$ cat src/rtl/core/mfd_pkg.sv
`default_nettype none

package mfd_pkg;

    localparam int WORD_BITS    = 32;
    localparam int LEN_BITS     = 20;
    localparam int BYTE_W       = 8;
    localparam int SKIP_W       = 5;
    localparam int CNT_W        = $clog2(WORD_BITS + 1);
    localparam int HDR_W        = $clog2(LEN_BITS + 1);
    localparam int FILL_W       = 3;
    localparam int NBITS_W      = 4;
    localparam int MAX_RESULTS  = 6;
    localparam int RES_CNT_W    = 3;
    localparam int M_TDATA_W    = 16;
    localparam int APB_ADDR_W   = 3;
    localparam int APB_DATA_W   = 32;

    localparam logic [SKIP_W-1:0] SKIP_RESET = 5'd8;

    // register index codes, taken from paddr[2]
    localparam logic CFG_IDX_SKIP = 1'b0;

    typedef struct packed {
        logic                in_payload;
        logic [LEN_BITS-1:0] length;
        logic [HDR_W-1:0]    hdr_cnt;
        logic [LEN_BITS-1:0] left;
        logic [BYTE_W-1:0]   partial;
        logic [FILL_W-1:0]   fill;
        logic [SKIP_W-1:0]   skip;
    } frame_st_t;

    typedef struct packed {
        logic [BYTE_W-1:0]  frame_byte;
        logic [NBITS_W-1:0] byte_bits;
        logic               frame_end;
    } result_t;

    typedef struct packed {
        logic    valid;
        result_t res;
        logic    last;
    } out_push_t;

    typedef enum logic [1:0] {
        SEQ_IDLE,
        SEQ_RUN,
        SEQ_FLUSH
    } seq_state_t;

endpackage

`default_nettype wire

$ cat src/rtl/core/mfd_step.sv
`default_nettype none

// One shift-and-extract step: consumes bits from the top of the word up to
// the next event (skip done, length done, byte boundary or frame end).
module mfd_step
    import mfd_pkg::*;
(
    input  frame_st_t            st,
    input  logic [WORD_BITS-1:0] word,
    input  logic [CNT_W-1:0]     rem,
    output frame_st_t            st_next,
    output logic [CNT_W-1:0]     take,
    output logic                 res_valid,
    output result_t              res
);

    logic [CNT_W-1:0]    skip_ext;
    logic [CNT_W-1:0]    hdr_need;
    logic [CNT_W-1:0]    room;
    logic [CNT_W-1:0]    lim;
    logic [LEN_BITS-1:0] chunk_len;
    logic [LEN_BITS-1:0] len_sh;
    logic [HDR_W-1:0]    hdr_sum;
    logic [BYTE_W-1:0]   chunk_byte;
    logic [BYTE_W-1:0]   part_sh;
    logic [NBITS_W-1:0]  fill_sum;
    logic [LEN_BITS-1:0] left_next;

    assign skip_ext = CNT_W'(st.skip);
    assign hdr_need = CNT_W'(LEN_BITS) - CNT_W'(st.hdr_cnt);
    assign room     = CNT_W'(BYTE_W) - CNT_W'(st.fill);

    always_comb begin
        st_next    = st;
        take       = '0;
        res_valid  = 1'b0;
        res        = '0;
        lim        = '0;
        chunk_len  = '0;
        len_sh     = '0;
        hdr_sum    = '0;
        chunk_byte = '0;
        part_sh    = '0;
        fill_sum   = '0;
        left_next  = '0;
        if (st.skip != '0) begin
            take         = (skip_ext < rem) ? skip_ext : rem;
            st_next.skip = st.skip - SKIP_W'(take);
        end else if (!st.in_payload) begin
            take      = (hdr_need < rem) ? hdr_need : rem;
            chunk_len = word[WORD_BITS-1 -: LEN_BITS] >> (CNT_W'(LEN_BITS) - take);
            len_sh    = (st.length << take) | chunk_len;
            hdr_sum   = st.hdr_cnt + HDR_W'(take);
            st_next.length  = len_sh;
            st_next.hdr_cnt = hdr_sum;
            if (hdr_sum == HDR_W'(LEN_BITS)) begin
                st_next.hdr_cnt = '0;
                if (len_sh == '0) begin
                    // empty frame marker
                    res_valid     = 1'b1;
                    res.frame_end = 1'b1;
                end else begin
                    st_next.in_payload = 1'b1;
                    st_next.left       = len_sh;
                    st_next.partial    = '0;
                    st_next.fill       = '0;
                end
            end
        end else begin
            lim        = (room < rem) ? room : rem;
            take       = (st.left < LEN_BITS'(lim)) ? CNT_W'(st.left) : lim;
            chunk_byte = word[WORD_BITS-1 -: BYTE_W] >> (CNT_W'(BYTE_W) - take);
            part_sh    = (st.partial << take) | chunk_byte;
            fill_sum   = NBITS_W'(st.fill) + NBITS_W'(take);
            left_next  = st.left - LEN_BITS'(take);
            if (left_next == '0) begin
                res_valid          = 1'b1;
                res.frame_byte     = part_sh << (NBITS_W'(BYTE_W) - fill_sum);
                res.byte_bits      = fill_sum;
                res.frame_end      = 1'b1;
                st_next.in_payload = 1'b0;
                st_next.length     = '0;
                st_next.left       = '0;
                st_next.partial    = '0;
                st_next.fill       = '0;
            end else if (fill_sum == NBITS_W'(BYTE_W)) begin
                res_valid       = 1'b1;
                res.frame_byte  = part_sh;
                res.byte_bits   = fill_sum;
                st_next.left    = left_next;
                st_next.partial = '0;
                st_next.fill    = '0;
            end else begin
                st_next.left    = left_next;
                st_next.partial = part_sh;
                st_next.fill    = fill_sum[FILL_W-1:0];
            end
        end
    end

endmodule

`default_nettype wire

$ cat src/rtl/core/mfd_outreg.sv
`default_nettype none

module mfd_outreg
    import mfd_pkg::*;
(
    input  wire logic                 aclk,
    input  wire logic                 aresetn,
    input  out_push_t                 push,
    output logic                      out_free,
    output logic                      m_tvalid,
    input  wire logic                 m_tready,
    output logic [M_TDATA_W-1:0]      m_tdata,
    output logic                      m_tuser,
    output logic                      m_tlast
);

    logic    valid_reg;
    logic    valid_next;
    result_t data_reg;
    logic    last_reg;

    assign out_free = !valid_reg || m_tready;

    always_comb begin
        valid_next = valid_reg;
        if (push.valid) begin
            valid_next = 1'b1;
        end else if (m_tready) begin
            valid_next = 1'b0;
        end
    end

    always_ff @(posedge aclk) begin
        if (!aresetn) begin
            valid_reg <= 1'b0;
        end else begin
            valid_reg <= valid_next;
        end
    end

    always_ff @(posedge aclk) begin
        if (push.valid) begin
            data_reg <= push.res;
            last_reg <= push.last;
        end
    end

    assign m_tvalid = valid_reg;
    assign m_tdata  = {{(M_TDATA_W - NBITS_W - BYTE_W){1'b0}},
                       data_reg.byte_bits, data_reg.frame_byte};
    assign m_tuser  = data_reg.frame_end;
    assign m_tlast  = last_reg;

endmodule

`default_nettype wire

$ cat src/rtl/core/mfd_seq.sv
`default_nettype none

// Word sequencer: holds the word and frame state, runs the step unit until
// the word is used up, and keeps one result back so the last one of the
// word can be tagged.
module mfd_seq
    import mfd_pkg::*;
(
    input  wire logic                 aclk,
    input  wire logic                 aresetn,
    input  wire logic                 s_valid,
    output logic                      s_ready,
    input  wire logic [WORD_BITS-1:0] s_word,
    input  wire logic                 s_restart,
    input  wire logic [SKIP_W-1:0]    skip_cfg,
    output frame_st_t                 st_cur,
    output logic [WORD_BITS-1:0]      word_cur,
    output logic [CNT_W-1:0]          rem_cur,
    input  frame_st_t                 step_st,
    input  wire logic [CNT_W-1:0]     step_take,
    input  wire logic                 step_res_valid,
    input  result_t                   step_res,
    input  wire logic                 out_free,
    output out_push_t                 push
);

    seq_state_t           state_reg, state_next;
    frame_st_t            st_reg, st_next;
    logic [WORD_BITS-1:0] word_reg, word_next;
    logic [CNT_W-1:0]     rem_reg, rem_next;
    logic [RES_CNT_W-1:0] cnt_reg, cnt_next;
    logic                 pend_valid_reg, pend_valid_next;
    result_t              pend_reg, pend_next;
    logic                 keep;
    logic                 stall;

    assign st_cur   = st_reg;
    assign word_cur = word_reg;
    assign rem_cur  = rem_reg;

    // results past the cap are dropped
    assign keep  = step_res_valid && (cnt_reg != RES_CNT_W'(MAX_RESULTS));
    assign stall = keep && pend_valid_reg && !out_free;

    always_ff @(posedge aclk) begin
        if (!aresetn) begin
            state_reg      <= SEQ_IDLE;
            st_reg         <= '{skip: SKIP_RESET, default: '0};
            rem_reg        <= '0;
            cnt_reg        <= '0;
            pend_valid_reg <= 1'b0;
        end else begin
            state_reg      <= state_next;
            st_reg         <= st_next;
            rem_reg        <= rem_next;
            cnt_reg        <= cnt_next;
            pend_valid_reg <= pend_valid_next;
        end
    end

    always_ff @(posedge aclk) begin
        word_reg <= word_next;
        pend_reg <= pend_next;
    end

    always_comb begin
        state_next      = state_reg;
        st_next         = st_reg;
        word_next       = word_reg;
        rem_next        = rem_reg;
        cnt_next        = cnt_reg;
        pend_valid_next = pend_valid_reg;
        pend_next       = pend_reg;
        push            = '0;
        s_ready         = 1'b0;
        unique case (state_reg)
            SEQ_IDLE: begin
                s_ready = 1'b1;
                if (s_valid) begin
                    word_next  = s_word;
                    rem_next   = CNT_W'(WORD_BITS);
                    cnt_next   = '0;
                    state_next = SEQ_RUN;
                    if (s_restart) begin
                        st_next      = '0;
                        st_next.skip = skip_cfg;
                    end
                end
            end
            SEQ_RUN: begin
                if (rem_reg == '0) begin
                    state_next = SEQ_FLUSH;
                end else if (!stall) begin
                    st_next   = step_st;
                    word_next = word_reg << step_take;
                    rem_next  = rem_reg - step_take;
                    if (keep) begin
                        cnt_next        = cnt_reg + 1'b1;
                        pend_next       = step_res;
                        pend_valid_next = 1'b1;
                        if (pend_valid_reg) begin
                            push.valid = 1'b1;
                            push.res   = pend_reg;
                            push.last  = 1'b0;
                        end
                    end
                end
            end
            SEQ_FLUSH: begin
                if (!pend_valid_reg) begin
                    state_next = SEQ_IDLE;
                end else if (out_free) begin
                    push.valid      = 1'b1;
                    push.res        = pend_reg;
                    push.last       = 1'b1;
                    pend_valid_next = 1'b0;
                    state_next      = SEQ_IDLE;
                end
            end
            default: begin
                state_next = SEQ_IDLE;
            end
        endcase
    end

endmodule

`default_nettype wire

$ cat src/rtl/core/musepack_frame_deframer_core.sv
`default_nettype none

// Channel   Dir  Ports             Payload
// s_*       in   tvalid/tready     tdata[31:0] stream_word, tuser restart
// m_*       out  tvalid/tready     tdata[7:0] frame_byte, [11:8] byte_bits;
//                                  tuser frame_end, tlast run_last
// apb       in   psel/penable/...  start_skip_bits at address 0
//
// A word is accepted in SEQ_IDLE; in SEQ_RUN the shared shift/extract unit then takes
// one step per event in it (end of skip, end of length, each byte or frame end) and
// at most 6 results per word are kept; SEQ_RUN sees the word used up and SEQ_FLUSH
// sends the held result. s_tready is low while a word is in work. One result is
// held back so the last of a word can be tagged; a step that yields a result,
// and the flush, wait while that one is pending and the m_* beat is held.
// aresetn is synchronous, active low; start_skip_bits resets to 8.
module musepack_frame_deframer_core
    import mfd_pkg::*;
(
    input  wire logic                  aclk,
    input  wire logic                  aresetn,
    input  wire logic                  s_tvalid,
    output logic                       s_tready,
    input  wire logic [WORD_BITS-1:0]  s_tdata,   // [31:0] stream_word
    input  wire logic                  s_tuser,   // restart
    output logic                       m_tvalid,
    input  wire logic                  m_tready,
    output logic [M_TDATA_W-1:0]       m_tdata,   // [7:0] frame_byte, [11:8] byte_bits
    output logic                       m_tuser,   // frame_end
    output logic                       m_tlast,   // run_last
    input  wire logic                  psel,
    input  wire logic                  penable,
    input  wire logic                  pwrite,
    input  wire logic [APB_ADDR_W-1:0] paddr,
    input  wire logic [APB_DATA_W-1:0] pwdata,
    output logic [APB_DATA_W-1:0]      prdata,
    output logic                       pready
);

    logic [SKIP_W-1:0]    skip_cfg_reg;
    logic                 cfg_idx;
    frame_st_t            st_cur;
    logic [WORD_BITS-1:0] word_cur;
    logic [CNT_W-1:0]     rem_cur;
    frame_st_t            step_st;
    logic [CNT_W-1:0]     step_take;
    logic                 step_res_valid;
    result_t              step_res;
    logic                 out_free;
    out_push_t            push;

    assign pready  = 1'b1;
    assign cfg_idx = paddr[APB_ADDR_W-1];

    always_ff @(posedge aclk) begin
        if (!aresetn) begin
            skip_cfg_reg <= SKIP_RESET;
        end else if (psel && penable && pwrite && pready && (cfg_idx == CFG_IDX_SKIP)) begin
            skip_cfg_reg <= pwdata[SKIP_W-1:0];
        end
    end

    always_comb begin
        prdata = '0;
        unique case (cfg_idx)
            CFG_IDX_SKIP: prdata = APB_DATA_W'(skip_cfg_reg);
            default:      prdata = '0;
        endcase
    end

    mfd_seq u_seq (
        .aclk           (aclk),
        .aresetn        (aresetn),
        .s_valid        (s_tvalid),
        .s_ready        (s_tready),
        .s_word         (s_tdata),
        .s_restart      (s_tuser),
        .skip_cfg       (skip_cfg_reg),
        .st_cur         (st_cur),
        .word_cur       (word_cur),
        .rem_cur        (rem_cur),
        .step_st        (step_st),
        .step_take      (step_take),
        .step_res_valid (step_res_valid),
        .step_res       (step_res),
        .out_free       (out_free),
        .push           (push)
    );

    mfd_step u_step (
        .st        (st_cur),
        .word      (word_cur),
        .rem       (rem_cur),
        .st_next   (step_st),
        .take      (step_take),
        .res_valid (step_res_valid),
        .res       (step_res)
    );

    mfd_outreg u_out (
        .aclk     (aclk),
        .aresetn  (aresetn),
        .push     (push),
        .out_free (out_free),
        .m_tvalid (m_tvalid),
        .m_tready (m_tready),
        .m_tdata  (m_tdata),
        .m_tuser  (m_tuser),
        .m_tlast  (m_tlast)
    );

endmodule

`default_nettype wire

$ cat config.mk
export PLATFORM = sky130hd
export DESIGN_NAME = musepack_frame_deframer_core
export DESIGN_NICKNAME = d
export VERILOG_FILES = /design/src/rtl/core/mfd_pkg.sv /design/src/rtl/core/mfd_step.sv /design/src/rtl/core/mfd_outreg.sv /design/src/rtl/core/mfd_seq.sv /design/src/rtl/core/musepack_frame_deframer_core.sv
export SDC_FILE = /design/constraint.sdc
export NUM_CORES = 1
export LEC_CHECK = 0
export BUFFER_PORTS_ARGS = -buffer_cell sky130_fd_sc_hd__buf_2
export CORE_MARGIN = 5
export CORE_UTILIZATION = 45
export DETAILED_ROUTE_END_ITERATION = 8
export PLACE_DENSITY = 0.71
export SETUP_SLACK_MARGIN = 0.2
export SLEW_MARGIN = 20
export SYNTH_ARGS = -nofsm -noshare
export SYNTH_HDL_FRONTEND = slang
export SYNTH_SLANG_ARGS = --single-unit
$ cat constraint.sdc
create_clock -name aclk -period 12.3 [get_ports aclk]
set_input_delay 1.845 -clock aclk [delete_from_list [all_inputs] [get_ports aclk]]
set_output_delay 1.845 -clock aclk [all_outputs]
set_load 0.05 [all_outputs]
==> out/metrics.yaml, run 1 <==
global_route:
  grt_pass1_vias: 13400
  grt_pass1_wl_um: 75500
  grt_max_degree: 63
  grt_use_total_pct: 26.2
  antenna_found_initial: 0
  grt_overflow: 0
layout:
  num_antenna_cells: 0
  nets: 1920
  areaGrowthSynthToFinish_pct: 7.95
  drive_gt1_share_pct: 12.2
  fillCellCount: 3071
  largest_reg_flops: 62
critical_path:
  critPathRequiredTime_ps: 12450
  critPathSlowestCell: "ha_1"
  cp.arrival_ps: 10120
  critPathBufInv: 5
  path_max_fanout: 24
  crit_chain: "inv_1, ha_1, xnor2_2, inv_1, ha_1, a21oi_1, o21ai_4, a21oi_1, nand2_1, inv_1, ha_1, inv_1, nand3_1, a21oi_1, a311oi_2, nor2_1, a221oi_1, nand4_1, nor4_2, nand4_1, o2bb2ai_2, nand3_2, a211oi_4, buf_6"
  cpLargestDelayFamily: "compound AO/OA/AOI/OAI gates"
  crit_path_frequent_cell: "inv_1"
  cp-start-kind: "register"
  crit_type: "register to register"
  cpPeakStageDelay_ps: 810
  end_kind: "register"
timing:
  max_freq_mhz: 100
  finalMaxSlewViolations: 0
  finalHoldViolCount: 0
  fin_skew_ps: 14.0
  relSlewSlack_pct: 26.6
  max_slew.worst_pin.slew_ps: 1100
  setup_viol: 0
  rsz0062_at_grt: "false"
  finalCritPeriodShare_pct: 81.0
  tns_ps: 0
  layout_min_cycle_time_ps: 9960
cts:
  ctsHtreeMaxLevel: 4
  ctsHoldBuffers: 0
  cts_resized: 0
  clk_pin_slew_ps: 70
  post-cts-setup-buffers: 0
  clock_sinks: 139
  cts_root_buf: "clkbuf_16"
  cts_buffer_depth: 2
  numCtsBuffers: 17
  clk-insertion-delay-late_ps: 450
  cts_tree: "built"
yosys:
  syn_area_mm2: 0.0142
  synthCells: 1799
  synth_cell_types: 97
  synth_top_area_share_pct: 12.5
  synthTopCellsByArea: "edfxtp_1, dfxtp_1, mux2i_1"
  yosys-top-cells-count: "nand2_1, nor2_1, mux2i_1"
  synth_top_flop_cell: "dfxtp_1"
  yosys_warnings: 0
  synth_top_area_cell: "edfxtp_1"
  avgSynthCellArea_um2: 7.88
  synth-async-reset-ratio_pct: 0
  yosys.cell_count.top_type: "nand2_1"
  ys_seq_area_share_pct: 23.8
  synth_edf_count: 59
  ys_ff_latch: 139
die:
  die_area_mm2: 0.0351
  initial_utilization_pct: 45.3
  fp.coreArea_mm2: 0.0313
  fp.dieW_um: 187
  die_h_um: 187
  rows: 65
  io-pin-count: 128
drt:
  drt-wirelength-per-cell_um: 21.6
  routed_via_density: 6.50
  antenna_left: 0
  drt-total-wl_um: 47800
  vias: 14400
  dr.pass1.iters: 7
  drt-initial-drc-count: 1680
  drcViolationCount: 0
placed_design:
  hpwl_um: 35000
  gp_congestion: 1.02
  port_buffers: 66
worst_hold_path:
  min_path_type: "register to register"
status:
  status: "complete, no violations"
job:
  max_cap_viol_count: 0
-- worst reg2reg max path: stages (launching register included) --
cell and delay (ps):
dfxtp_1 570, inv_1 90, ha_1 290, xnor2_2 270, inv_1 150, ha_1 320, a21oi_1 270, o21ai_4 180
a21oi_1 640, nand2_1 520, inv_1 590, ha_1 810, inv_1 440, nand3_1 330, a21oi_1 140, a311oi_2 800
nor2_1 300, a221oi_1 730, nand4_1 210, nor4_2 310, nand4_1 250, o2bb2ai_2 560, nand3_2 220, a211oi_4 430
buf_6 250
-- stage by stage --
stage          instances  hold WS (ps)  utilization (%)  setup WS, ps  cell area (um2)
3_5_place_dp        2179           463             46.9          2290            14700
4_1_cts             2211           474             48.8          2230            15300
5_1_grt             2212           482             48.9          1830            15300
2_1_floorplan       1831           434                -          4600            14300
3_3_place_gp        2179           446             46.9          2460            14700
6_report            2212           470             48.9          2340            15300
-- routing by layer --
metal | global-route usage, % | share of wire [%] | vias up
li1 | - | - | 6673
met1 | 36.6 | 44 | 6917
met2 | 41.3 | 45 | 697
met3 | 4.35 | 8.3 | 101
met4 | 9.15 | 3.0 | 0
met5 | 0 | 0 | -
-- cell type report --
type	instances	area (um2)	area share (%)
timing repair buffer	99	582	3.80
inverter	58	218	1.42
multi-input combinational	1482	10000	65.5
clock inverter	12	125	0.818
clock buffer	20	478	3.12
tap	402	503	3.29
sequential	139	3370	22.0
-- logic make-up after synthesis --
logic type	count (synthesis)	share of synthesized area [%]
muxes	180	15.1
xor gates and xnor gates	38	2.40
DFF	139	23.8
buffers and inverters	210	6.67
AOI/OAI and AO/OA	518	25.1
and+or+nand+nor	662	22.4
other	2	0.0530
adders and majority gates	50	4.54
-- cells in the final DEF (no fill, tap or decap), types with 34 or more instances in the layout --
cell      netlist  layout
nand2_1       204     204
nor2_1        141     141
mux2i_1       132     132
o21ai_0       111     111
a21oi_1       108     106
nand3_1        95      95
dfxtp_1        80      80
buf_2          18      66
edfxtp_1       59      59
inv_1          54      54
nor3_1         49      49
ha_1           45      45
conb_1          2      34
-- worst paths after layout --
| path | startpoint | to | slack, ps | depth (start not counted) |
|---|---|---|---|---|
| min reg2reg | u_seq.st_cur[60]$_SDFFE_PN0P_ | u_seq.st_cur[60]$_SDFFE_PN0P_ | 470 | 2 |
| max | u_seq.st_cur[36]$_SDFFE_PN0P_ | u_out.m_tdata[8]$_SDFFCE_PN0P_ | 2340 | 24 |
| min | u_seq.st_cur[60]$_SDFFE_PN0P_ | u_seq.st_cur[60]$_SDFFE_PN0P_ | 470 | 2 |
| max reg2reg | u_seq.st_cur[36]$_SDFFE_PN0P_ | u_out.m_tdata[8]$_SDFFCE_PN0P_ | 2340 | 24 |
Power of run 1 is not shown: default switching activity piles up to over one toggle a cycle in this logic, so the estimate is an artifact.
==> run 2, diff against run 1 <==
- clock period: 12.3 -> 9.6 ns (I/O delays scaled with it)
==> run 2 against run 1 <==
Non-clock buffer count is 5 higher. Critical endpoint is now u_out.m_tdata[4]$_SDFFCE_PN0P_. Maximum frequency is 12% higher. Cell count is 0.23% higher. Sequential share of layout area is 0.11 points lower. Via count is 1.9% higher. Critical path type unchanged. Clock skew is 2.3 ps lower. Flip-flop and latch count stayed put.
==> out/metrics.yaml, run 2 (synthesis gave the netlist of run 1 again) <==
global_route:
  grt_max_degree: 60  # was 63
  grt_overflow: 0  # unchanged
  antenna_found_initial: 0  # unchanged
  grt_use_total_pct: 25.9  # was 26.2%
  grt_pass1_vias: 13600  # was 13,400
  grt_pass1_wl_um: 75000  # was 75,500 um
worst_hold_path:
  min_path_type: "register to register"  # unchanged
  hp-start: "u_seq.st_cur[60]$_SDFFE_PN0P_"  # unchanged
  min_to: "u_seq.st_cur[60]$_SDFFE_PN0P_"  # unchanged
  min_path_cells: 2  # unchanged
critical_path:
  r2r_cells: 28  # was 24
  rrSetupSlack_ps: 740  # was 2340 ps
  cpPeakStageDelay_ps: 610  # was 810 ps
  crit_path_frequent_cell: "inv_1"  # unchanged
  r2r_start: "u_seq.st_cur[36]$_SDFFE_PN0P_"  # unchanged
  cp-start-kind: "register"  # unchanged
  critPathRequiredTime_ps: 9910  # was 12,450 ps
  crit_type: "register to register"  # unchanged
  critPathSlowestCell: "a21oi_1"  # was ha_1
  cp.arrival_ps: 9170  # was 10,120 ps
  reg2reg_to: "u_out.m_tdata[4]$_SDFFCE_PN0P_"  # was u_out.m_tdata[8]$_SDFFCE_PN0P_
  end_kind: "register"  # unchanged
  path_max_fanout: 27  # was 24
cts:
  cts_buffer_depth: 2  # unchanged
  ctsHtreeMaxLevel: 4  # unchanged
  cts_resized: 0  # unchanged
  post-cts-setup-buffers: 0  # unchanged
  cts_tree: "built"  # unchanged
  clk_pin_slew_ps: 70  # about the same
  numCtsBuffers: 17  # unchanged
  cts_root_buf: "clkbuf_16"  # unchanged
  ctsHoldBuffers: 0  # unchanged
  clock_sinks: 139  # unchanged
  clk-insertion-delay-late_ps: 450  # about the same
layout:
  drive_gt1_share_pct: 12.5  # was 12.2%
  mostFrequentLayoutCells: "nand2_1, nor2_1, mux2i_1"  # unchanged
  num_antenna_cells: 0  # unchanged
  largest_reg_flops: 62  # unchanged
  layout_commonest_cell: "nand2_1"  # unchanged
  nets: 1925  # was 1,920
  areaGrowthSynthToFinish_pct: 8.48  # was 7.95%
  fillCellCount: 2960  # was 3,071
placed_design:
  gp_congestion: 1.05  # was 1.02
  port_buffers: 66  # unchanged
  hpwl_um: 34000  # was 35,000 um
timing:
  fin_skew_ps: 11.7  # was 14.0 ps
  rsz0062_at_grt: "false"  # unchanged
  max_freq_mhz: 113  # was 100 MHz
  finalMaxSlewViolations: 0  # unchanged
  max_slew.worst_pin.slew_ps: 1230  # was 1100 ps
  tns_ps: 0  # unchanged
  finalCritPeriodShare_pct: 92.3  # was 81.0%
  layout_min_cycle_time_ps: 8860  # was 9960 ps
  finalHoldViolCount: 0  # unchanged
  relSlewSlack_pct: 18.1  # was 26.6%
  setup_viol: 0  # unchanged
drt:
  drt-total-wl_um: 47200  # was 47,800 um
  wl_met2_um: 21100  # was 21,400 um
  drcViolationCount: 0  # unchanged
  antenna_left: 0  # unchanged
  drt-initial-drc-count: 2118  # was 1,680
  dr.pass1.iters: 7  # unchanged
  drt-wirelength-per-cell_um: 21.3  # was 21.6 um
  top_layer: "met4"  # unchanged
  wl_met3_um: 4960  # was 3960 um
  vias: 14700  # was 14,400
  routed_via_density: 6.61  # was 6.50
  drt-met1-wl_um: 19000  # was 21,000 um
job:
  max_cap_viol_count: 0  # unchanged
status:
  status: "complete, no violations"  # unchanged
die:
  io-pin-count: 128  # unchanged
  initial_utilization_pct: 45.3  # unchanged
  rows: 65  # unchanged
  fp.dieW_um: 187  # unchanged
  die_h_um: 187  # unchanged
  die_area_mm2: 0.0351  # unchanged
  fp.coreArea_mm2: 0.0313  # unchanged
==> run 2: changes by cell type in the layout (fill, tap and decap cells not counted), sizes merged <==
cell,delta
inv,+6
clkbuf,-1
clkinvlp,-1
buf,+5
clkinv,-4
==> run 2: worst max-delay path: cells and delay by family (launching register included) <==
kind / cells / cell delay [ps]
xor+xnor: 1 / 250
fa+ha+maj: 3 / 840
flops: 1 / 550
buf+inv: 7 / 1720
simple gates: 8 / 2160
compound gates: 8 / 2620
mux: 1 / 520
==> run 2: how the worst max path moves through the flow <==
stage                                      endpoint                     startpoint
detailed placement   u_out.m_tdata[8]$_SDFFCE_PN0P_  u_seq.st_cur[36]$_SDFFE_PN0P_
floorplan           u_seq.pend_reg[0]$_SDFFCE_PN0P_  u_seq.st_cur[36]$_SDFFE_PN0P_
global route         u_out.m_tdata[4]$_SDFFCE_PN0P_   u_seq.st_cur[5]$_SDFFE_PN0P_
global placement        u_out.m_tuser$_SDFFCE_PN0P_  u_seq.st_cur[36]$_SDFFE_PN0P_
finish               u_out.m_tdata[4]$_SDFFCE_PN0P_  u_seq.st_cur[36]$_SDFFE_PN0P_
CTS                  u_out.m_tdata[4]$_SDFFCE_PN0P_  u_seq.st_cur[36]$_SDFFE_PN0P_
==> run 2: layer usage <==
layer	global-route usage, %	vias up
met5	0	-
met4	11.3	0
met3	4.52	175
met2	40.9	968
met1	35.1	6838
li1	-	6681
==> run 2: final cells by class <==
cell class	instances	area [um2]	area share, %
Multi-Input combinational cell	1482	10000	65.2
Sequential cell	139	3370	21.9
Timing Repair Buffer	104	628	4.08
Tap cell	402	503	3.27
Clock buffer	19	475	3.09
Inverter	58	218	1.42
Clock inverter	13	155	1.01
==> run 2: through the flow <==
stage / worst slack (ps) / std cells / instance area [um2] / util [%] / hold WS, ps
after floorplan: 1900 / 1831 / 14300 / - / 434
after global placement: 1180 / 2185 / 14700 / 47.1 / 447
after detailed placement: 1010 / 2185 / 14700 / 47.1 / 457
after CTS: 962 / 2217 / 15400 / 49.1 / 468
after global routing: 299 / 2217 / 15400 / 49.1 / 490
final: 741 / 2217 / 15400 / 49.1 / 462
Power of run 2 is left out for the same reason.
